[config.mk]
export PLATFORM = sky130hd
export DESIGN_NAME = midpoint_circle_rasterizer_unit
export DESIGN_NICKNAME = d
export VERILOG_FILES = /design/src/rtl/mcr_pkg.sv /design/src/rtl/midpoint_circle_rasterizer_unit.sv
export SDC_FILE = /design/constraint.sdc
export NUM_CORES = 1
export LEC_CHECK = 0
export ABC_AREA = 0
export BUFFER_PORTS_ARGS = -buffer_cell sky130_fd_sc_hd__buf_2
export CORE_UTILIZATION = 56
export DETAILED_ROUTE_END_ITERATION = 6
export GPL_TIMING_DRIVEN = 0
export PLACE_DENSITY = 0.78
export SYNTH_ARGS = -nofsm -noshare
export SYNTH_HDL_FRONTEND = slang
export SYNTH_SLANG_ARGS = --single-unit
[constraint.sdc]
create_clock -name i_clk -period 12.27 [get_ports i_clk]
set_clock_uncertainty 0.1 [all_clocks]
set_input_delay 0.6135 -clock i_clk [delete_from_list [all_inputs] [get_ports i_clk]]
set_output_delay 0.6135 -clock i_clk [all_outputs]
set_load 0.02 [all_outputs]
[src/rtl/mcr_pkg.sv]
// ----------------------------------------------------------------------------
// mcr_pkg
// Shared types and constants for the midpoint circle rasterizer.
// ----------------------------------------------------------------------------
package mcr_pkg;

    // default widths of coordinates and colour
    localparam int COORD_BITS_DEF = 16;
    localparam int COLOR_BITS_DEF = 32;

    // configuration register index
    localparam int CFG_IDX_BITS = 2;

    typedef enum logic [CFG_IDX_BITS-1:0] {
        CFG_U_MIN = 2'd0,
        CFG_V_MIN = 2'd1,
        CFG_U_MAX = 2'd2,
        CFG_V_MAX = 2'd3
    } t_cfg_idx;

    // request kinds carried in tuser
    typedef enum logic {
        REQ_LOAD    = 1'b0,
        REQ_ADVANCE = 1'b1
    } t_req;

    // screen rectangle after reset
    localparam int SCR_MIN_RST = 0;
    localparam int SCR_MAX_RST = 127;

    // number of mirrored points of one octant step
    localparam int OCT_POINTS = 8;
    localparam int OCT_IDX_BITS = 3;

endpackage

[src/rtl/midpoint_circle_rasterizer_unit.sv]
// ----------------------------------------------------------------------------
// midpoint_circle_rasterizer_unit
// Midpoint circle walk: a load request (tuser 0) latches centre, diameter and
// colour; each advance request (tuser 1) gives the eight mirrored points of
// the current octant step, each tested against the inclusive screen
// rectangle, with tlast on the last point of the step and a done flag on the
// last point of the circle. An advance on an idle block gives one invalid
// point marked done, and a one-pixel circle gives its centre alone. Results
// leave one per cycle through an output register while the result port is
// not stalled, and the next request is taken in the cycle the last point of
// the current step moves to the output register. Screen registers are
// written through the configuration channel; the user must do so only while
// no request is in flight, as the block itself does not enforce it.
// ----------------------------------------------------------------------------
module midpoint_circle_rasterizer_unit #(
    parameter int COORD_BITS = mcr_pkg::COORD_BITS_DEF,
    parameter int COLOR_BITS = mcr_pkg::COLOR_BITS_DEF,
    localparam int S_DATA_W  = ((3 * COORD_BITS - 1 + COLOR_BITS + 7) / 8) * 8,
    localparam int M_DATA_W  = ((2 * (COORD_BITS + 1) + COLOR_BITS + 7) / 8) * 8
) (
    input  logic                              i_clk,
    input  logic                              i_rst_n,
    // request channel
    input  logic                              i_s_axis_tvalid,
    output logic                              o_s_axis_tready,
    // center_u, center_v, diameter, pen_color
    input  logic [S_DATA_W-1:0]               i_s_axis_tdata,
    // req_type
    input  logic [0:0]                        i_s_axis_tuser,
    // result channel
    output logic                              o_m_axis_tvalid,
    input  logic                              i_m_axis_tready,
    // pixel_u, pixel_v, pixel_color
    output logic [M_DATA_W-1:0]               o_m_axis_tdata,
    // pixel_valid, circle_done
    output logic [1:0]                        o_m_axis_tuser,
    // step_last
    output logic                              o_m_axis_tlast,
    // configuration write channel
    input  logic                              i_cfg_valid,
    output logic                              o_cfg_ready,
    input  logic [mcr_pkg::CFG_IDX_BITS-1:0]  i_cfg_index,
    input  logic [COORD_BITS-1:0]             i_cfg_data
);
    import mcr_pkg::*;

    localparam int CB        = COORD_BITS;
    localparam int PB        = COORD_BITS + 1;
    localparam int DIAM_BITS = COORD_BITS - 1;
    localparam int ERR_BITS  = COORD_BITS + 4;

    localparam logic [ERR_BITS-1:0] ERR_THREE = ERR_BITS'(3);
    localparam logic [ERR_BITS-1:0] ERR_SIX   = ERR_BITS'(6);
    localparam logic [ERR_BITS-1:0] ERR_TEN   = ERR_BITS'(10);
    localparam logic [OCT_IDX_BITS-1:0] IDX_LAST = OCT_IDX_BITS'(OCT_POINTS - 1);

    // screen rectangle
    logic signed [CB-1:0] r_u_min, r_v_min, r_u_max, r_v_max;

    // walk state
    logic                 r_active;
    logic                 r_single;
    logic signed [CB-1:0] r_cu, r_cv;
    logic [COLOR_BITS-1:0] r_color;
    logic signed [CB-1:0] r_du, r_dv;
    logic signed [ERR_BITS-1:0] r_err;

    // step being issued
    logic                    r_job_valid;
    logic [OCT_IDX_BITS-1:0] r_job_idx;
    logic [OCT_IDX_BITS-1:0] r_job_last_idx;
    logic signed [CB-1:0]    r_job_cu, r_job_cv, r_job_du, r_job_dv;
    logic [COLOR_BITS-1:0]   r_job_color;
    logic                    r_job_en;
    logic                    r_job_done;

    // output register
    logic                    r_out_valid;
    logic signed [PB-1:0]    r_out_u, r_out_v;
    logic [COLOR_BITS-1:0]   r_out_color;
    logic                    r_out_pix_valid;
    logic                    r_out_last;
    logic                    r_out_done;

    // handshake terms
    logic out_free, issue, job_last, job_free, in_acc, adv_acc, load_acc;

    assign out_free = !r_out_valid || i_m_axis_tready;
    assign issue    = r_job_valid && out_free;
    assign job_last = (r_job_idx == r_job_last_idx);
    assign job_free = !r_job_valid || (issue && job_last);
    assign o_s_axis_tready = job_free;
    assign in_acc   = i_s_axis_tvalid && job_free;
    assign adv_acc  = in_acc && (i_s_axis_tuser[0] == REQ_ADVANCE);
    assign load_acc = in_acc && (i_s_axis_tuser[0] == REQ_LOAD);
    assign o_cfg_ready = 1'b1;

    // request fields
    logic signed [CB-1:0]   w_in_cu, w_in_cv;
    logic [DIAM_BITS-1:0]   w_diam, w_radius;
    logic [COLOR_BITS-1:0]  w_in_color;

    assign w_in_cu    = i_s_axis_tdata[0 +: CB];
    assign w_in_cv    = i_s_axis_tdata[CB +: CB];
    assign w_diam     = i_s_axis_tdata[2 * CB +: DIAM_BITS];
    assign w_in_color = i_s_axis_tdata[3 * CB - 1 +: COLOR_BITS];
    assign w_radius   = w_diam >> 1;

    // load values of the walk
    logic [ERR_BITS-1:0] n_err_load;
    logic [CB-1:0]       n_dv_load;

    assign n_dv_load  = {{(CB - DIAM_BITS){1'b0}}, w_radius};
    assign n_err_load = ERR_THREE - ({{(ERR_BITS - DIAM_BITS){1'b0}}, w_radius} << 1);

    // octant step update
    logic signed [CB-1:0]       n_du, n_dv_dec, n_dv;
    logic signed [ERR_BITS-1:0] n_du_e, n_dv_e, n_err;
    logic                       err_pos, walk_done;

    always_comb begin
        n_du     = r_du + CB'(1);
        n_dv_dec = r_dv - CB'(1);
        err_pos  = !r_err[ERR_BITS-1] && (|r_err);
        n_dv     = err_pos ? n_dv_dec : r_dv;
        n_du_e   = {{(ERR_BITS - CB){n_du[CB-1]}}, n_du};
        n_dv_e   = {{(ERR_BITS - CB){n_dv[CB-1]}}, n_dv};
        if (err_pos) begin
            n_err = r_err + ((n_du_e - n_dv_e) << 2) + ERR_TEN;
        end else begin
            n_err = r_err + (n_du_e << 2) + ERR_SIX;
        end
        walk_done = (n_dv < n_du);
    end

    // configuration writes
    always_ff @(posedge i_clk) begin
        if (!i_rst_n) begin
            r_u_min <= CB'(SCR_MIN_RST);
            r_v_min <= CB'(SCR_MIN_RST);
            r_u_max <= CB'(SCR_MAX_RST);
            r_v_max <= CB'(SCR_MAX_RST);
        end else if (i_cfg_valid) begin
            case (t_cfg_idx'(i_cfg_index))
                CFG_U_MIN: r_u_min <= i_cfg_data;
                CFG_V_MIN: r_v_min <= i_cfg_data;
                CFG_U_MAX: r_u_max <= i_cfg_data;
                CFG_V_MAX: r_v_max <= i_cfg_data;
                default: ;
            endcase
        end
    end

    // walk control state
    always_ff @(posedge i_clk) begin
        if (!i_rst_n) begin
            r_active <= 1'b0;
            r_single <= 1'b0;
        end else if (load_acc) begin
            r_active <= (w_diam != '0);
            r_single <= (w_diam != '0) && (w_radius == '0);
        end else if (adv_acc && r_active) begin
            if (r_single) begin
                r_active <= 1'b0;
                r_single <= 1'b0;
            end else if (walk_done) begin
                r_active <= 1'b0;
            end
        end
    end

    // walk payload
    always_ff @(posedge i_clk) begin
        if (load_acc) begin
            r_cu    <= w_in_cu;
            r_cv    <= w_in_cv;
            r_color <= w_in_color;
            r_du    <= '0;
            r_dv    <= n_dv_load;
            r_err   <= n_err_load;
        end else if (adv_acc && r_active && !r_single) begin
            r_du  <= n_du;
            r_dv  <= n_dv;
            r_err <= n_err;
        end
    end

    // step issue control
    always_ff @(posedge i_clk) begin
        if (!i_rst_n) begin
            r_job_valid <= 1'b0;
            r_job_idx   <= '0;
        end else if (adv_acc) begin
            r_job_valid <= 1'b1;
            r_job_idx   <= '0;
        end else if (issue) begin
            if (job_last) begin
                r_job_valid <= 1'b0;
            end else begin
                r_job_idx <= r_job_idx + OCT_IDX_BITS'(1);
            end
        end
    end

    // step payload, a copy so that a later load cannot disturb it
    always_ff @(posedge i_clk) begin
        if (adv_acc) begin
            if (!r_active) begin
                r_job_cu       <= '0;
                r_job_cv       <= '0;
                r_job_du       <= '0;
                r_job_dv       <= '0;
                r_job_color    <= '0;
                r_job_en       <= 1'b0;
                r_job_done     <= 1'b1;
                r_job_last_idx <= '0;
            end else if (r_single) begin
                r_job_cu       <= r_cu;
                r_job_cv       <= r_cv;
                r_job_du       <= '0;
                r_job_dv       <= '0;
                r_job_color    <= r_color;
                r_job_en       <= 1'b1;
                r_job_done     <= 1'b1;
                r_job_last_idx <= '0;
            end else begin
                r_job_cu       <= r_cu;
                r_job_cv       <= r_cv;
                r_job_du       <= r_du;
                r_job_dv       <= r_dv;
                r_job_color    <= r_color;
                r_job_en       <= 1'b1;
                r_job_done     <= walk_done;
                r_job_last_idx <= IDX_LAST;
            end
        end
    end

    // mirrored point of the current index and its screen test
    logic signed [CB-1:0] w_off_a, w_off_b;
    logic signed [PB-1:0] w_a_e, w_b_e, w_cu_e, w_cv_e;
    logic signed [PB-1:0] n_pix_u, n_pix_v;
    logic signed [PB-1:0] w_umin_e, w_umax_e, w_vmin_e, w_vmax_e;
    logic                 n_inside;

    always_comb begin
        w_off_a  = r_job_idx[2] ? r_job_dv : r_job_du;
        w_off_b  = r_job_idx[2] ? r_job_du : r_job_dv;
        w_a_e    = {w_off_a[CB-1], w_off_a};
        w_b_e    = {w_off_b[CB-1], w_off_b};
        w_cu_e   = {r_job_cu[CB-1], r_job_cu};
        w_cv_e   = {r_job_cv[CB-1], r_job_cv};
        n_pix_u  = r_job_idx[0] ? (w_cu_e - w_a_e) : (w_cu_e + w_a_e);
        n_pix_v  = r_job_idx[1] ? (w_cv_e - w_b_e) : (w_cv_e + w_b_e);
        w_umin_e = {r_u_min[CB-1], r_u_min};
        w_umax_e = {r_u_max[CB-1], r_u_max};
        w_vmin_e = {r_v_min[CB-1], r_v_min};
        w_vmax_e = {r_v_max[CB-1], r_v_max};
        n_inside = (n_pix_u >= w_umin_e) && (n_pix_u <= w_umax_e) &&
                   (n_pix_v >= w_vmin_e) && (n_pix_v <= w_vmax_e);
    end

    // output register control
    always_ff @(posedge i_clk) begin
        if (!i_rst_n) begin
            r_out_valid <= 1'b0;
        end else if (issue) begin
            r_out_valid <= 1'b1;
        end else if (i_m_axis_tready) begin
            r_out_valid <= 1'b0;
        end
    end

    // output register payload
    always_ff @(posedge i_clk) begin
        if (issue) begin
            r_out_u         <= n_pix_u;
            r_out_v         <= n_pix_v;
            r_out_color     <= r_job_color;
            r_out_pix_valid <= r_job_en && n_inside;
            r_out_last      <= job_last;
            r_out_done      <= job_last && r_job_done;
        end
    end

    // result port packing
    always_comb begin
        o_m_axis_tdata = '0;
        o_m_axis_tdata[0 +: PB]                 = r_out_u;
        o_m_axis_tdata[PB +: PB]                = r_out_v;
        o_m_axis_tdata[2 * PB +: COLOR_BITS]    = r_out_color;
    end

    assign o_m_axis_tvalid = r_out_valid;
    assign o_m_axis_tuser  = {r_out_done, r_out_pix_valid};
    assign o_m_axis_tlast  = r_out_last;

    // checks
    a_done_on_last: assert property (@(posedge i_clk) disable iff (!i_rst_n)
        r_out_valid && r_out_done |-> r_out_last)
        else $error("circle done flagged on a point that is not the last of its step");

    a_adv_starts_job: assert property (@(posedge i_clk) disable iff (!i_rst_n)
        adv_acc |=> r_job_valid && (r_job_idx == '0))
        else $error("advance request did not start a step at index zero");

    a_idx_in_range: assert property (@(posedge i_clk) disable iff (!i_rst_n)
        r_job_valid |-> (r_job_idx <= r_job_last_idx))
        else $error("step index ran past the last point");

    a_idx_holds: assert property (@(posedge i_clk) disable iff (!i_rst_n)
        r_job_valid && !issue && !adv_acc |=> $stable(r_job_idx) && r_job_valid)
        else $error("step moved on while the output register was full");

endmodule

==> key figures <==
Final layout
  – Final Non-Filler Cells: 2657
  – Fillcell total: 2828
  – Nets: 2456
  – Area Growth Syn to Fin: 13.8%
  – Commonest non-fill, non-tap cell in the layout: edfxtp_1
  – Design area: 0.0230 sq mm
  – FF+latch area: 0.00974 sq mm
  – Layout cells sized above 1: 12.5%
  – Most frequent cells in the layout: 265 x edfxtp_1, 204 x nand2_1, 183 x ha_1, 177 x buf_2, 127 x nor2_1
  – Multi-input logic area: 0.00978 sq mm

Pwr
  – P_int: ~0.0023 W
  – P per Cell Area: between 100 and 150 mW/mm^2
  – Comb pwr share: 21.2%
  – Leakage power total: 9.15 nW
  – Sw Ratio: 28.5%
  – Sw power: around 0.0009 W
  – Sequential share of power: 43.9%
  – Worst vdd ir: 0.000132 V
  – Clk pwr share: 34.8%

Global routing
  – Initial antenna violation count: 1
  – First-pass GRT wire length: 76400 um
  – Largest net degree at the start of global routing: 75
  – Gr usage total: a little over a quarter
  – Vias in the first global route: 14800
  – Total grt overflow: 0

Floorplanning
  – Die W: 192 um
  – Io pins: 182
  – Die height: 192 um
  – Site row count: 69
  – Initial cell density of the core: a little under three fifths
  – Full die area: 0.0369 sq mm
  – Core Area: 0.0356 sq mm

Clock network
  – Worst-Skew Late Latency: 540 ps
  – CTS buffer count: 38
  – CTS Buffer Depth: 3
  – Cts hold-fix bufs: 0
  – CTS-repair resized insts: 0
  – Setup Fix Bufs, Post-CTS: 0
  – Clock Sinks: 354
  – CTS root buffer: clkbuf_16
  – Clk pin slew, worst setup/hold paths: 60 ps
  – CTS tree: done
  – H-tree levels: 2

STA
  – Least-Margin Pin Slew: 956 ps
  – Setup-failing EPs final: 0
  – Fin. Hold Viols: 0
  – Tmin final: 8010 ps
  – Maximum clock frequency: 125 MHz
  – Setup_tns: 0 ps
  – Fin crit share: 65.3%
  – Min Hold Slack: 145 ps
  – Relative slew slack: 36.2%
  – RSZ-0062 raised after global routing: false
  – Final Slew Violations: 0

Place
  – Placer Congestion: approximately 0.95
  – Placed wire-length estimate: around 38000 um
  – # port buffers: 170
  – Inst Count DP: 2586
  – Placed Area: 0.0218 sq mm

Critical path
  – R2R Setup Slk: around 4300 ps
  – Req. time, crit path: ~13000 ps
  – Crit. End Element: register
  – Max stage delay on crit path: 650 ps
  – WP data arrival: 8270 ps
  – Worst setup SP type: register
  – WS Path Type: register to register
  – CP max FO: 10
  – Crit-path slowest cell: o41ai_1

Yosys
  – Simple-gate share of the synthesized area: 15.9%
  – Adder-cell area share of the yosys netlist: between 10% and 20%
  – Sequential share of the synthesized area: approximately 48%
  – Synth Area in Compound Gates: 12.4%
  – Distinct cells, synth: 75
  – Mapped Avg Cell Area: ~10 sq um
  – Yosys reg bits: 354
  – Post-synth top flop: edfxtp_1
  – Synth Instances: 1945
  – Ys Warns: 0
  – Xor/xnor share of the synthesized area: approximately 6.4%
  – EDFF count, synth: 265
  – Fraction of registers with async set/reset: 0%
  – Mux cell area share after synthesis: 1.71%
  – Synth Cell Area: roughly 0.02 sq mm
  – Largest family of logic cells by synthesized area: simple AND/OR/NAND/NOR gates

Detailed routing
  – Detailed Routing Iterations Pass 1: 5
  – Vias/cell: around 5.7
  – Average wire per standard cell: roughly 19 um
  – DRC Markers: 0
  – Vias after detailed routing: 15100
  – Starting DRC count in detailed routing: 1110
  – Routed Antenna Nets: 0
  – Post-Route WL: 49800 um

Worst hold path
  – Class of the most critical hold timing path: input pin to register

Job
  – Max cap viols: 0

Status
  – Status: complete, no violations
==> cell type report <==
cell class	count	area share [%]
inverters	121	1.98
clock buffers	50	4.55
plain buffers	71	1.34
well taps	461	2.50
clock inverters	19	0.673
repair buffers	175	4.23
multi-input cells	1404	42.4
diodes	2	0.0217
flip-flops and latches	354	42.3
==> logic make-up after synthesis <==
kind of cell | count (synthesis)
DFF | 354
and+or+nand+nor | 653
muxes | 34
buffers and inverters | 192
xor gates and xnor gates | 144
adders and majority gates | 188
AOI/OAI and AO/OA | 378
other | 2
==> through the flow <==
step / power (W) / setup WS [ps] / util (%)
after floorplan: 0.00189 / 5950 / -
after global placement: 0.00205 / 4540 / 61.0
after detailed placement: 0.00208 / 4460 / 61.4
after CTS: 0.00318 / 4390 / 64.8
after global routing: 0.00331 / 3870 / 64.8
final: 0.00317 / 4260 / 64.8
==> critical path: cells and delay by family (launching register included) <==
family / cells / cell delay (ps)
AOI/OAI and AO/OA: 13 / 3270
xor gates and xnor gates: 2 / 540
adders and majority gates: 2 / 640
buffers and inverters: 7 / 2650
DFF: 1 / 300
and+or+nand+nor: 3 / 310
==> sequential cells by signal (all words and copies together) (netlist names), 17 cells and up <==
| signal | count |
|---|---|
| r_color | 32 |
| r_err | 19 |
| r_job_color | 32 |
| r_out_color | 32 |
| r_out_u | 17 |
| r_out_v | 17 |
==> power by group through the flow <==
stage | Sequential [W] | Clock [W] | Combinational (W)
6_report | 0.00139 | 0.00111 | 0.000674
5_1_grt | 0.00140 | 0.00116 | 0.000752
4_1_cts | 0.00139 | 0.00112 | 0.000668
3_5_place_dp | 0.00142 | 0 | 0.000661
3_3_place_gp | 0.00142 | 0 | 0.000627
2_1_floorplan | 0.00143 | 0 | 0.000463
==> synth_stat cells, types with 26 or more instances <==
cell type | n | area share [%]
edfxtp_1 | 265 | 39
nand2_1 | 205 | 3.8
ha_1 | 183 | 11
nor2_1 | 127 | 2.4
inv_1 | 119 | 2.2
and2_1 | 106 | 3.3
dfxtp_1 | 89 | 8.8
a21oi_1 | 88 | 2.2
xnor2_1 | 78 | 3.4
o21ai_0 | 68 | 1.7
xor2_1 | 64 | 2.8
a21boi_0 | 57 | 2.1
nand3_1 | 57 | 1.4
clkbuf_1 | 51 | 0.95
a21o_1 | 37 | 1.4
nor3_1 | 34 | 0.84
mux2i_1 | 29 | 1.4
nor2b_1 | 26 | 0.80
==> per-layer routing <==
metal  part of all wire [%]  GRT usage, %
met1                     40          32.6
met2                     50          47.1
met3                    5.6          3.27
met4                    4.3          12.1
met5                      0             0
==> final timing paths <==
| check | startpoint | end | cells past startpoint |
|---|---|---|---|
| worst max-delay path | r_job_idx[2] | r_out_pix_valid | 27 |
| worst min-delay path | i_s_axis_tdata[68] | r_color[21] | 1 |
| worst max register to register | r_job_idx[2] | r_out_pix_valid | 27 |
| worst min register to register | r_job_color[13] | r_out_color[13] | 0 |
(Power assumes the default switching activity.)
